### src/rtl/tbct_pkg.sv
// shared types and constants of the ternary ball coverage tracker
package tbct_pkg;

    localparam int FIELD_W   = 10;
    localparam int STATUS_W  = 2;
    localparam int COUNT_W   = 8;

    localparam logic [COUNT_W-1:0] COUNT_MAX = 8'hFF;

    localparam logic [STATUS_W-1:0] STATUS_OK       = 2'd0;
    localparam logic [STATUS_W-1:0] STATUS_DEC_ZERO = 2'd1;
    localparam logic [STATUS_W-1:0] STATUS_SAT      = 2'd2;

    // floor(t / 3) = (t * DIV3_MUL) >> DIV3_SHIFT, exact for t below 2**FIELD_W
    localparam int DIV3_SHIFT = FIELD_W + 1;
    localparam int DIV3_MUL   = (2 ** DIV3_SHIFT + 2) / 3;

    typedef enum logic [2:0] {
        ST_CLEAR,
        ST_IDLE,
        ST_DIGIT,
        ST_READ,
        ST_UPDATE,
        ST_HEAD,
        ST_RESULT
    } t_state;

    typedef struct packed {
        logic count;
        logic list;
        logic pos;
    } t_mem_we;

    typedef struct packed {
        logic [FIELD_W-1:0]  total;
        logic [FIELD_W-1:0]  first;
        logic [STATUS_W-1:0] status;
    } t_result;

endpackage

### src/rtl/tbct_ctrl.sv
// sequencer: walks the radius-1 ball and does the read-modify-write of counts, list and positions
module tbct_ctrl #(
    parameter int DIGITS = 6,
    parameter int WORDS  = 729
) (
    input  logic                        i_clk,
    input  logic                        i_rst_n,
    input  logic                        i_valid,
    output logic                        o_ready,
    input  logic                        i_func,
    input  logic [tbct_pkg::FIELD_W-1:0] i_word,
    output logic                        o_res_valid,
    input  logic                        i_res_ready,
    output tbct_pkg::t_result           o_res,
    output tbct_pkg::t_mem_we           o_we,
    output logic [$clog2(WORDS)-1:0]    o_cnt_addr,
    output logic [tbct_pkg::COUNT_W-1:0] o_cnt_wdata,
    input  logic [tbct_pkg::COUNT_W-1:0] i_cnt_rdata,
    output logic [$clog2(WORDS)-1:0]    o_list_waddr,
    output logic [$clog2(WORDS)-1:0]    o_list_wdata,
    output logic [$clog2(WORDS)-1:0]    o_list_raddr,
    input  logic [$clog2(WORDS)-1:0]    i_list_rdata,
    output logic [$clog2(WORDS)-1:0]    o_pos_waddr,
    output logic [$clog2(WORDS)-1:0]    o_pos_wdata,
    output logic [$clog2(WORDS)-1:0]    o_pos_raddr,
    input  logic [$clog2(WORDS)-1:0]    i_pos_rdata
);
    import tbct_pkg::*;

    localparam int AW     = $clog2(WORDS);
    localparam int CW     = $clog2(WORDS + 1);
    localparam int SPACE  = 3 ** DIGITS;
    localparam int PW     = $clog2(SPACE + 1);
    localparam int MW     = ((PW > AW) ? PW : AW) + 2;
    localparam int DW     = $clog2(DIGITS + 1);
    localparam int PROD_W = FIELD_W + DIV3_SHIFT;

    localparam logic [CW-1:0] WORDS_C  = CW'(WORDS);
    localparam logic [MW-1:0] WORDS_M  = MW'(WORDS);
    localparam logic [AW-1:0] LAST_IDX = AW'(WORDS - 1);
    localparam logic [DW-1:0] TOP_DIG  = DW'(DIGITS - 1);

    // which member of the current digit is being visited
    localparam logic [1:0] STEP_SELF = 2'd0;
    localparam logic [1:0] STEP_UP   = 2'd1;
    localparam logic [1:0] STEP_DOWN = 2'd2;

    t_state             r_state, n_state;
    logic [AW-1:0]      r_idx, n_idx;
    logic               r_func, n_func;
    logic [MW-1:0]      r_word, n_word;
    logic [FIELD_W-1:0] r_t, n_t;
    logic [1:0]         r_d, n_d;
    logic [PW-1:0]      r_p3, n_p3;
    logic [DW-1:0]      r_digit, n_digit;
    logic [1:0]         r_v, n_v;
    logic [CW-1:0]      r_size, n_size;
    logic [1:0]         r_status, n_status;

    logic [MW-1:0]        p3_m;
    logic [MW-1:0]        member;
    logic                 member_ok;
    logic [AW-1:0]        member_addr;
    logic [PROD_W-1:0]    prod;
    logic [FIELD_W-1:0]   quot;
    logic [FIELD_W+1:0]   three_q;
    logic [FIELD_W+1:0]   rem_full;
    logic [CW-1:0]        size_m1;
    logic                 in_range;
    logic                 members_done;
    logic                 pos_ok;
    logic                 last_ok;

    // member address from the word and the current digit
    assign p3_m = MW'(r_p3);

    always_comb begin
        case (r_v)
            STEP_SELF: member = r_word;
            STEP_UP:   member = (r_d < 2'd2) ? r_word + p3_m : r_word - (p3_m << 1);
            default:   member = (r_d == 2'd0) ? r_word + (p3_m << 1) : r_word - p3_m;
        endcase
    end

    assign member_ok   = member < WORDS_M;
    assign member_addr = member[AW-1:0];

    // one ternary digit per step by reciprocal multiply
    assign prod     = PROD_W'(r_t) * PROD_W'(DIV3_MUL);
    assign quot     = prod[DIV3_SHIFT +: FIELD_W];
    assign three_q  = {1'b0, quot, 1'b0} + {2'b00, quot};
    assign rem_full = {2'b00, r_t} - three_q;

    assign size_m1      = r_size - CW'(1);
    assign in_range     = MW'(i_word) < WORDS_M;
    assign members_done = (r_v == STEP_DOWN) && (r_digit == TOP_DIG);
    assign pos_ok       = CW'(i_pos_rdata) < WORDS_C;
    assign last_ok      = CW'(i_list_rdata) < WORDS_C;

    always_comb begin
        n_state = r_state;
        unique case (r_state)
            ST_CLEAR: begin
                if (r_idx == LAST_IDX) begin
                    n_state = ST_IDLE;
                end
            end
            ST_IDLE: begin
                if (i_valid) begin
                    n_state = in_range ? ST_READ : ST_HEAD;
                end
            end
            ST_DIGIT:  n_state = ST_READ;
            ST_READ:   n_state = ST_UPDATE;
            ST_UPDATE: begin
                if (r_v == STEP_UP) begin
                    n_state = ST_READ;
                end else if (members_done) begin
                    n_state = ST_HEAD;
                end else begin
                    n_state = ST_DIGIT;
                end
            end
            ST_HEAD:   n_state = ST_RESULT;
            ST_RESULT: begin
                if (i_res_ready) begin
                    n_state = ST_IDLE;
                end
            end
            default:   n_state = ST_IDLE;
        endcase
    end

    always_comb begin
        n_idx        = r_idx;
        n_func       = r_func;
        n_word       = r_word;
        n_t          = r_t;
        n_d          = r_d;
        n_p3         = r_p3;
        n_digit      = r_digit;
        n_v          = r_v;
        n_size       = r_size;
        n_status     = r_status;
        o_we         = '0;
        o_cnt_addr   = member_addr;
        o_cnt_wdata  = '0;
        o_list_waddr = '0;
        o_list_wdata = '0;
        o_list_raddr = '0;
        o_pos_waddr  = '0;
        o_pos_wdata  = '0;
        o_pos_raddr  = member_addr;

        unique case (r_state)
            ST_CLEAR: begin
                o_we         = '{count: 1'b1, list: 1'b1, pos: 1'b1};
                o_cnt_addr   = r_idx;
                o_list_waddr = r_idx;
                o_list_wdata = r_idx;
                o_pos_waddr  = r_idx;
                o_pos_wdata  = r_idx;
                n_idx        = r_idx + AW'(1);
            end
            ST_IDLE: begin
                if (i_valid) begin
                    n_func   = i_func;
                    n_word   = MW'(i_word);
                    n_t      = i_word;
                    n_p3     = PW'(1);
                    n_digit  = '0;
                    n_v      = STEP_SELF;
                    n_status = STATUS_OK;
                end
            end
            ST_DIGIT: begin
                n_t = quot;
                n_d = rem_full[1:0];
                n_v = STEP_UP;
            end
            ST_READ: begin
                // last list entry, needed if this member leaves the list
                o_list_raddr = size_m1[AW-1:0];
            end
            ST_UPDATE: begin
                if (member_ok) begin
                    if (!r_func) begin
                        if (i_cnt_rdata == COUNT_MAX) begin
                            n_status = STATUS_SAT;
                        end else begin
                            o_we.count  = 1'b1;
                            o_cnt_wdata = i_cnt_rdata + COUNT_W'(1);
                            // covered for the first time: swap-remove from the list
                            if (i_cnt_rdata == '0 && r_size != '0 && pos_ok) begin
                                n_size = size_m1;
                                if (last_ok) begin
                                    o_we.list    = 1'b1;
                                    o_we.pos     = 1'b1;
                                    o_list_waddr = i_pos_rdata;
                                    o_list_wdata = i_list_rdata;
                                    o_pos_waddr  = i_list_rdata;
                                    o_pos_wdata  = i_pos_rdata;
                                end
                            end
                        end
                    end else begin
                        if (i_cnt_rdata == '0) begin
                            n_status = STATUS_DEC_ZERO;
                        end else begin
                            o_we.count  = 1'b1;
                            o_cnt_wdata = i_cnt_rdata - COUNT_W'(1);
                            // uncovered again: append to the list
                            if (i_cnt_rdata == COUNT_W'(1) && r_size < WORDS_C) begin
                                o_we.list    = 1'b1;
                                o_we.pos     = 1'b1;
                                o_list_waddr = r_size[AW-1:0];
                                o_list_wdata = member_addr;
                                o_pos_waddr  = member_addr;
                                o_pos_wdata  = r_size[AW-1:0];
                                n_size       = r_size + CW'(1);
                            end
                        end
                    end
                end
                if (r_v == STEP_UP) begin
                    n_v = STEP_DOWN;
                end else if (r_v == STEP_DOWN) begin
                    n_p3    = r_p3 + (r_p3 << 1);
                    n_digit = r_digit + DW'(1);
                end
            end
            ST_HEAD:   o_list_raddr = '0;
            ST_RESULT: o_list_raddr = '0;
            default:   n_idx = r_idx;
        endcase
    end

    always_ff @(posedge i_clk) begin
        if (!i_rst_n) begin
            r_state <= ST_CLEAR;
            r_idx   <= '0;
            r_size  <= WORDS_C;
        end else begin
            r_state <= n_state;
            r_idx   <= n_idx;
            r_size  <= n_size;
        end
        r_func   <= n_func;
        r_word   <= n_word;
        r_t      <= n_t;
        r_d      <= n_d;
        r_p3     <= n_p3;
        r_digit  <= n_digit;
        r_v      <= n_v;
        r_status <= n_status;
    end

    assign o_ready      = (r_state == ST_IDLE);
    assign o_res_valid  = (r_state == ST_RESULT);
    assign o_res.total  = FIELD_W'(r_size);
    assign o_res.first  = (r_size != '0) ? FIELD_W'(i_list_rdata) : '0;
    assign o_res.status = r_status;

endmodule

### config.mk
export PLATFORM = sky130hd
export DESIGN_NAME = tbct_ctrl
export DESIGN_NICKNAME = d
export VERILOG_FILES = /design/src/rtl/tbct_pkg.sv /design/src/rtl/tbct_ctrl.sv
export SDC_FILE = /design/constraint.sdc
export NUM_CORES = 1
export LEC_CHECK = 0
export BUFFER_PORTS_ARGS = -buffer_cell sky130_fd_sc_hd__buf_2
export CORE_MARGIN = 1
export CORE_UTILIZATION = 40
export CTS_CLUSTER_SIZE = 24
export DETAILED_ROUTE_END_ITERATION = 16
export GPL_TIMING_DRIVEN = 0
export REMOVE_ABC_BUFFERS = 1
export SYNTH_ARGS = -nofsm -noshare
export SYNTH_HDL_FRONTEND = slang
export SYNTH_SLANG_ARGS = --single-unit
### constraint.sdc
create_clock -name i_clk -period 5.26 [get_ports i_clk]
set_clock_uncertainty 0.2 [all_clocks]
set_input_delay 1.052 -clock i_clk [delete_from_list [all_inputs] [get_ports i_clk]]
set_output_delay 1.052 -clock i_clk [all_outputs]
set_load 0.03 [all_outputs]
==> impl_metrics.csv, run 1 <==
group,metric,value,unit
outcome,status,"finished, violations left",
outcome,violations,"negative setup slack",
sta,max_slew.worst_pin.slew,1.23,ns
sta,setup_tns,-0.0149,ns
logic_synthesis,syn_inst,1032,
placed_design,place.gp.congestion,0.856,
logic_synthesis,synth-edff-count,39,
global_route,grt_pass1_vias,7584,
worst_setup_path,required,4.01,ns
floorplanning,rows,52,
final_layout,n_antenna_cell,0,
worst_setup_path,critical_path_class,"reg -> out",
sta,finalHoldViolCount,0,
global_route,grt_pass1_wl,39900,um
worst_setup_path,endpoint_kind,"output port",
final_layout,drive_above_1_share,0.236,
route,drc_errors,0,
floorplanning,ioPinCount,148,
clock_tree,cts_sinks,62,
global_route,grt_max_degree,34,
worst_setup_path,critical-path-max-stage-delay,0.54,ns
sta,slew_headroom,0.174,
placed_design,port_buffers,147,
final_layout,final_cell_mix,"ha_1 (110), buf_2 (101), inv_1 (96), nor2_1 (90), nand2_1 (88)",
logic_synthesis,synth.area.top_cells,"ha_1 (17%), edfxtp_1 (14%), fa_1 (6.4%)",
final_layout,final_nets,1348,
pwr,total_power,1.19,mW
global_route,grt-ovfl-total,0,
sta,rsz0062_at_grt,"true",
logic_synthesis,synth_warnings,0,
clock_tree,htree_levels,3,
floorplanning,core,20400,um^2
logic_synthesis,yosysSeqAreaShare,0.193,
final_layout,area_growth,21.6,%
route,avgViaCountPerCell,5.58,
sta,holdWs,0.323,ns
clock_tree,clock_path_buffers,2,
route,wire_per_inst,17.8,um
clock_tree,cts_tree,"done",
sta,max_freq,190,MHz
pwr,power-per-cell-area,116,nW/um^2
floorplanning,dieArea,21700,um^2
placed_design,hpwl,19600,um
floorplanning,dieHeight,147,um
global_route,antenna_found_initial,1,
sta,timing.final.ws_setup,-0.00835,ns
pwr,p_leak,4.82,nW
logic_synthesis,synth_top_area_share,0.168,
logic_synthesis,synthArstFlopShare,0,
floorplanning,initial_core_util,0.413,
worst_setup_path,cp.arrival,4.02,ns
logic_synthesis,synth_cell_types,77,
logic_synthesis,syn_area_per_cell,8.18,um^2
route,drt_iter0_markers,497,
clock_tree,clk_latency,0.34,ns
route,dr.pass1.iters,5,
flow_run,maxCapViolCount,0,
clock_tree,clk_pin_slew,0.06,ns
logic_synthesis,synth_area,8440,um^2
global_route,track_usage,0.235,
worst_hold_path,min_path_type,"reg -> reg",
final_layout,final_common_cell,"ha_1",
route,drtAntennaViolNets,0,
final_layout,nFillCells,1964,
floorplanning,die_w,147,um
sta,setup_violations,2,
worst_setup_path,start_kind,"register",
clock_tree,numCtsBuffers,9,
sta,drv_slew,0,
worst_setup_path,worstRegToRegCells,17,
sta,min_period_over_period,1.00,
logic_synthesis,ys.flop_type,"edfxtp_1",
logic_synthesis,synth-seq-cells,62,
worst_setup_path,cpMostUsedCell,"buf_6",
worst_setup_path,crit_chain,"clkinvlp_4 > fa_2 > a21o_4 > a221oi_4 > mux2i_1 > o2111ai_2 > or4_4 > nor4b_4 > a211oi_4 > buf_6 > o22ai_4 > o21ai_2 > buf_6",
clock_tree,cts_root_buf,"clkbuf_16",
worst_setup_path,worstPathMaxFanout,7,
logic_synthesis,yosysTopAreaCell,"ha_1",
pwr,irDropWorstVdd,0.000135,V
route,vias,8029,
sta,period_minus_slack,5.27,ns
worst_hold_path,whs_path_depth,2,
route,wirelength,25600,um
worst_setup_path,crit_slowest_cell,"or4_4",
clock_tree,hold_buffers,0,
==> layer usage <==
| layer | wire (um) | share of wire | global-route usage |
|---|---|---|---|
| met1 | 11200 | 0.44 | 0.303 |
| met4 | 598 | 0.023 | 0.0768 |
| met2 | 12500 | 0.49 | 0.396 |
| met5 | 0 | 0 | 0 |
| met3 | 1300 | 0.051 | 0.0388 |
==> cells by family after synthesis <==
| family | count (synthesis) | synth area share |
|---|---|---|
| adders and majority gates | 140 | 0.232 |
| AOI/OAI and AO/OA | 242 | 0.197 |
| and+or+nand+nor | 344 | 0.201 |
| xor gates and xnor gates | 43 | 0.0446 |
| buffers and inverters | 162 | 0.0850 |
| DFF | 62 | 0.193 |
| muxes | 39 | 0.0479 |
==> area by class of cell <==
class / instances / area (um^2) / area share
Clock inverter: 6 / 28.8 / 0.00280
Tap cell: 270 / 338 / 0.0329
Timing Repair Buffer: 183 / 1280 / 0.125
Multi-Input combinational cell: 811 / 6380 / 0.621
Clock buffer: 10 / 229 / 0.0223
Inverter: 98 / 372 / 0.0362
Sequential cell: 62 / 1630 / 0.159
==> power breakdown <==
group          total, mW  leakage [nW]  switching [mW]  internal (mW)
sequential         0.518         0.529         0.00205          0.516
combinational      0.132          4.17          0.0821         0.0497
clock              0.543         0.125           0.231          0.312
total               1.19          4.82           0.315          0.878
==> metrics by stage <==
| stage | util | instance area, um^2 | std cells | setup slack [ns] |
|---|---|---|---|---|
| after floorplan | - | 8090 | 968 | -0.658 |
| after global placement | 0.448 | 9160 | 1385 | -0.664 |
| after detailed placement | 0.453 | 9250 | 1389 | -0.633 |
| after CTS | 0.487 | 9940 | 1431 | -0.00106 |
| after global routing | 0.502 | 10300 | 1440 | -0.135 |
| final | 0.502 | 10300 | 1440 | -0.00835 |
==> state kept, by name, summed over array words and instances (netlist names) <==
| signal | flops |
|---|---|
| r_d | 2 |
| r_digit | 3 |
| r_func | 1 |
| r_idx | 10 |
| r_p3 | 9 |
| r_size | 10 |
| r_state | 3 |
| r_status | 2 |
| r_t | 10 |
| r_v | 2 |
| r_word | 10 |
==> critical path, delay by kind of cell, from the launching register on <==
kind / cells / cell delay (ns)
adder cells (fa/ha/maj): 1 / 0.40
flip-flops: 1 / 0.44
multiplexers: 1 / 0.25
AND/OR/NAND/NOR: 2 / 0.69
AO/OA/AOI/OAI: 6 / 1.33
buffers and inverters: 3 / 0.56
==> synthesized netlist by cell type (all sizes together) (17+ instances only) <==
cell    count
and2       23
xnor2      28
dfxtp      23
o21ai      74
inv        98
nor3       33
fa         27
mux2i      28
a21oi      46
nand3      20
buf        32
nand2      88
edfxtp     39
nand2b     17
clkbuf     32
ha        113
nor2       95
==> worst paths after layout <==
check,startpoint,endpoint,slack [ns]
hold / removal,r_idx[1]$_SDFFE_PN0P_,r_idx[1]$_SDFFE_PN0P_,0.32
setup / recovery,r_p3[1]$_SDFFCE_PN0P_,o_list_wdata[7],-0.008
setup reg to reg,r_t[4]$_DFFE_PP_,r_d[1]$_DFFE_PP_,0.30
hold reg to reg,r_idx[1]$_SDFFE_PN0P_,r_idx[1]$_SDFFE_PN0P_,0.32
==> repair_timing <==
action,CTS,global route
setup buffers,23,9
cloned,3,0
endpoints found under the setup margin,51,54
pin swaps,15,26
resized for setup,72,64
No activity file was read; power rests on OpenSTA's default activity.
==> inputs of run 2 (changes only) <==
--- a/config.mk
+++ b/config.mk
@@ -5,11 +5,12 @@
 export SDC_FILE = /design/constraint.sdc
 export NUM_CORES = 1
 export LEC_CHECK = 0
-export BUFFER_PORTS_ARGS = -buffer_cell sky130_fd_sc_hd__buf_2
 export CORE_MARGIN = 1
 export CORE_UTILIZATION = 40
 export CTS_CLUSTER_SIZE = 24
 export DETAILED_ROUTE_END_ITERATION = 16
+export DONT_BUFFER_PORTS = 1
+export GPL_ROUTABILITY_DRIVEN = 0
 export GPL_TIMING_DRIVEN = 0
 export REMOVE_ABC_BUFFERS = 1
 export SYNTH_ARGS = -nofsm -noshare
==> run 2 against run 1 <==
The run still ends with negative setup slack left. Global-route usage down 0.77 points. Die area is the same. First-iteration DRC count shrank 17%. Final cell count down 8.8%. Clock-buffer cell count rose by 1. Utilization down 2.6 points. Hold slack lost 0.021 ns. Sequential power hardly changed. Cell area fell by 5.1%. Register-to-register slack got worse by 0.07 ns. Wire length fell by 2.8%. Worst setup slack lost 0.19 ns. Critical endpoint is now o_pos_wdata[1].
==> impl_metrics.csv, run 2 (synthesis gave the netlist of run 1 again) <==
group,metric,value,unit
outcome,status,"finished, violations left",
outcome,violations,"negative setup slack",
worst_setup_path,cp.arrival,4.21,ns
pwr,p_sw_frac,0.262,
sta,min_period_over_period,1.04,
route,wire_per_inst,18.9,um
global_route,grt_max_degree,34,
worst_setup_path,start_kind,"register",
pwr,irDropWorstVdd,0.000134,V
final_layout,area_growth,15.4,%
route,wirelength,24900,um
clock_tree,numCtsBuffers,9,
worst_setup_path,required,4.01,ns
clock_tree,htree_levels,3,
pwr,power-per-cell-area,119,nW/um^2
final_layout,drive_above_1_share,0.156,
floorplanning,ioPinCount,148,
final_layout,final_common_cell,"ha_1",
sta,holdWs,0.302,ns
worst_setup_path,worstRegToRegCells,17,
clock_tree,cts_root_buf,"clkbuf_16",
pwr,p_leak,4.27,nW
clock_tree,cts_sinks,62,
floorplanning,core,20400,um^2
global_route,track_usage,0.227,
sta,drv_slew,0,
pwr,netSwitchingPower,0.304,mW
worst_setup_path,cp-startpoint,"r_word[1]$_DFFE_PP_",
final_layout,final_nets,1221,
worst_setup_path,crit_chain,"buf_6 > fa_2 > a21o_4 > a221oi_4 > mux2i_1 > o2111ai_2 > or4_4 > nor4b_4 > a211oi_4 > buf_6 > o22ai_4 > buf_12 > o21ai_4",
sta,rsz0062_at_grt,"true",
final_layout,seqCellArea,1630,um^2
worst_setup_path,r2r-start,"r_t[2]$_DFFE_PP_",
placed_design,hpwl,18500,um
route,drtAntennaViolNets,0,
final_layout,multiInputGateArea,6600,um^2
worst_setup_path,crit_family,"compound AO/OA/AOI/OAI gates",
clock_tree,clock_path_buffers,2,
placed_design,pre_cts_ws,-1.26,ns
clock_tree,clk_latency,0.35,ns
worst_hold_path,min_from,"r_idx[1]$_SDFFE_PN0P_",
pwr,p_int,0.856,mW
pwr,power_frac_comb,0.072,
sta,period_minus_slack,5.46,ns
sta,max_freq,183,MHz
floorplanning,dieArea,21700,um^2
sta,timing.final.ws_setup,-0.200,ns
worst_hold_path,min_path_type,"reg -> reg",
final_layout,final_cell_mix,"ha_1 (108), inv_1 (95), nand2_1 (87), nor2_1 (86), o21ai_0 (51)",
global_route,grt-ovfl-total,0,
route,drt_iter0_markers,411,
worst_setup_path,critical_path_class,"reg -> out",
flow_run,maxCapViolCount,0,
worst_setup_path,cpMostUsedCell,"buf_6",
clock_tree,cts_tree,"done",
placed_design,dpl.cell_count,1243,
final_layout,fin_cells,1314,
clock_tree,hold_buffers,0,
pwr,seqPwrFrac,0.447,
floorplanning,dieHeight,147,um
pwr,clkPwrFrac,0.481,
sta,setup_violations,46,
worst_setup_path,worstPathBufferInverterCount,3,
worst_setup_path,worstPathMaxFanout,6,
sta,max_slew.worst_pin.slew,1.24,ns
route,avgViaCountPerCell,5.75,
global_route,grt_pass1_wl,38400,um
worst_setup_path,r2r_end,"r_t[8]$_DFFE_PP_",
floorplanning,die_w,147,um
worst_setup_path,critical-path-max-stage-delay,0.66,ns
sta,slew_headroom,0.164,
clock_tree,clk_pin_slew,0.05,ns
global_route,grt_pass1_vias,7107,
route,vias,7549,
floorplanning,initial_core_util,0.413,
worst_setup_path,r2r_slack,0.23,ns
final_layout,post-route-util,0.476,
route,dr.pass1.iters,5,
global_route,antenna_found_initial,1,
worst_setup_path,crit_end,"o_pos_wdata[1]",
sta,finalHoldViolCount,0,
final_layout,nFillCells,1965,
placed_design,port_buffers,0,
worst_setup_path,endpoint_kind,"output port",
route,drc_errors,0,
floorplanning,rows,52,
worst_setup_path,crit_slowest_cell,"or4_4",
worst_setup_path,cp.depth,13,
## run 2: per-stage QoR
step	power (mW)	area (um^2)	setup TNS [ns]
after floorplan	0.593	8090	-14.83
after global placement	0.601	8430	-59.61
after detailed placement	0.602	8520	-53.08
after CTS	1.17	9470	-3.92
after global routing	1.20	9730	-13.26
final	1.16	9730	-7.12
## run 2: worst min path at each step
stage          cells after the start                    end  slack (ns)
6_report                           2  r_idx[1]$_SDFFE_PN0P_        0.30
5_1_grt                            2  r_idx[1]$_SDFFE_PN0P_        0.34
4_1_cts                            2  r_idx[1]$_SDFFE_PN0P_        0.30
3_5_place_dp                       2  r_idx[1]$_SDFFE_PN0P_        0.30
3_3_place_gp                       2  r_idx[1]$_SDFFE_PN0P_        0.29
2_1_floorplan                      2  r_idx[1]$_SDFFE_PN0P_        0.27
## run 2: final cells by class
class | instances | area share
Inverter | 98 | 0.0381
Timing Repair Buffer | 57 | 0.0548
Clock buffer | 11 | 0.0239
Sequential cell | 62 | 0.168
Antenna cell | 1 | 0.000257
Clock inverter | 5 | 0.00283
Multi-Input combinational cell | 810 | 0.678
Tap cell | 270 | 0.0347
## run 2: metal layers
metal,track usage,wire length (um),up-vias
met2,0.381,11900,247
met1,0.289,10700,3595
met5,0,0,-
li1,-,-,3666
met4,0.0649,539,0
met3,0.0531,1690,41
## run 2: power by group through the flow
stage	combinational [mW]	sequential, mW	clock [mW]
finish	0.0835	0.518	0.559
global route	0.0892	0.518	0.593
CTS	0.0815	0.518	0.568
detailed placement	0.0733	0.528	0
global placement	0.0730	0.528	0
floorplan	0.0652	0.528	0
## run 2: timing repair
| action | in CTS | in global routing |
|---|---|---|
| endpoints found under the setup margin | 53 | 53 |
| buffers inserted | 33 | 19 |
| gates resized for setup | 73 | 23 |
| cloned | 1 | 1 |
| pin swaps | 31 | 10 |
| hold endpoints to repair | 0 | 0 |
## run 2: worst min-delay path, cell delays in order, from the launching register on
cell and delay, ns:
dfxtp_1 0.33, nand2_1 0.06, a21boi_0 0.07
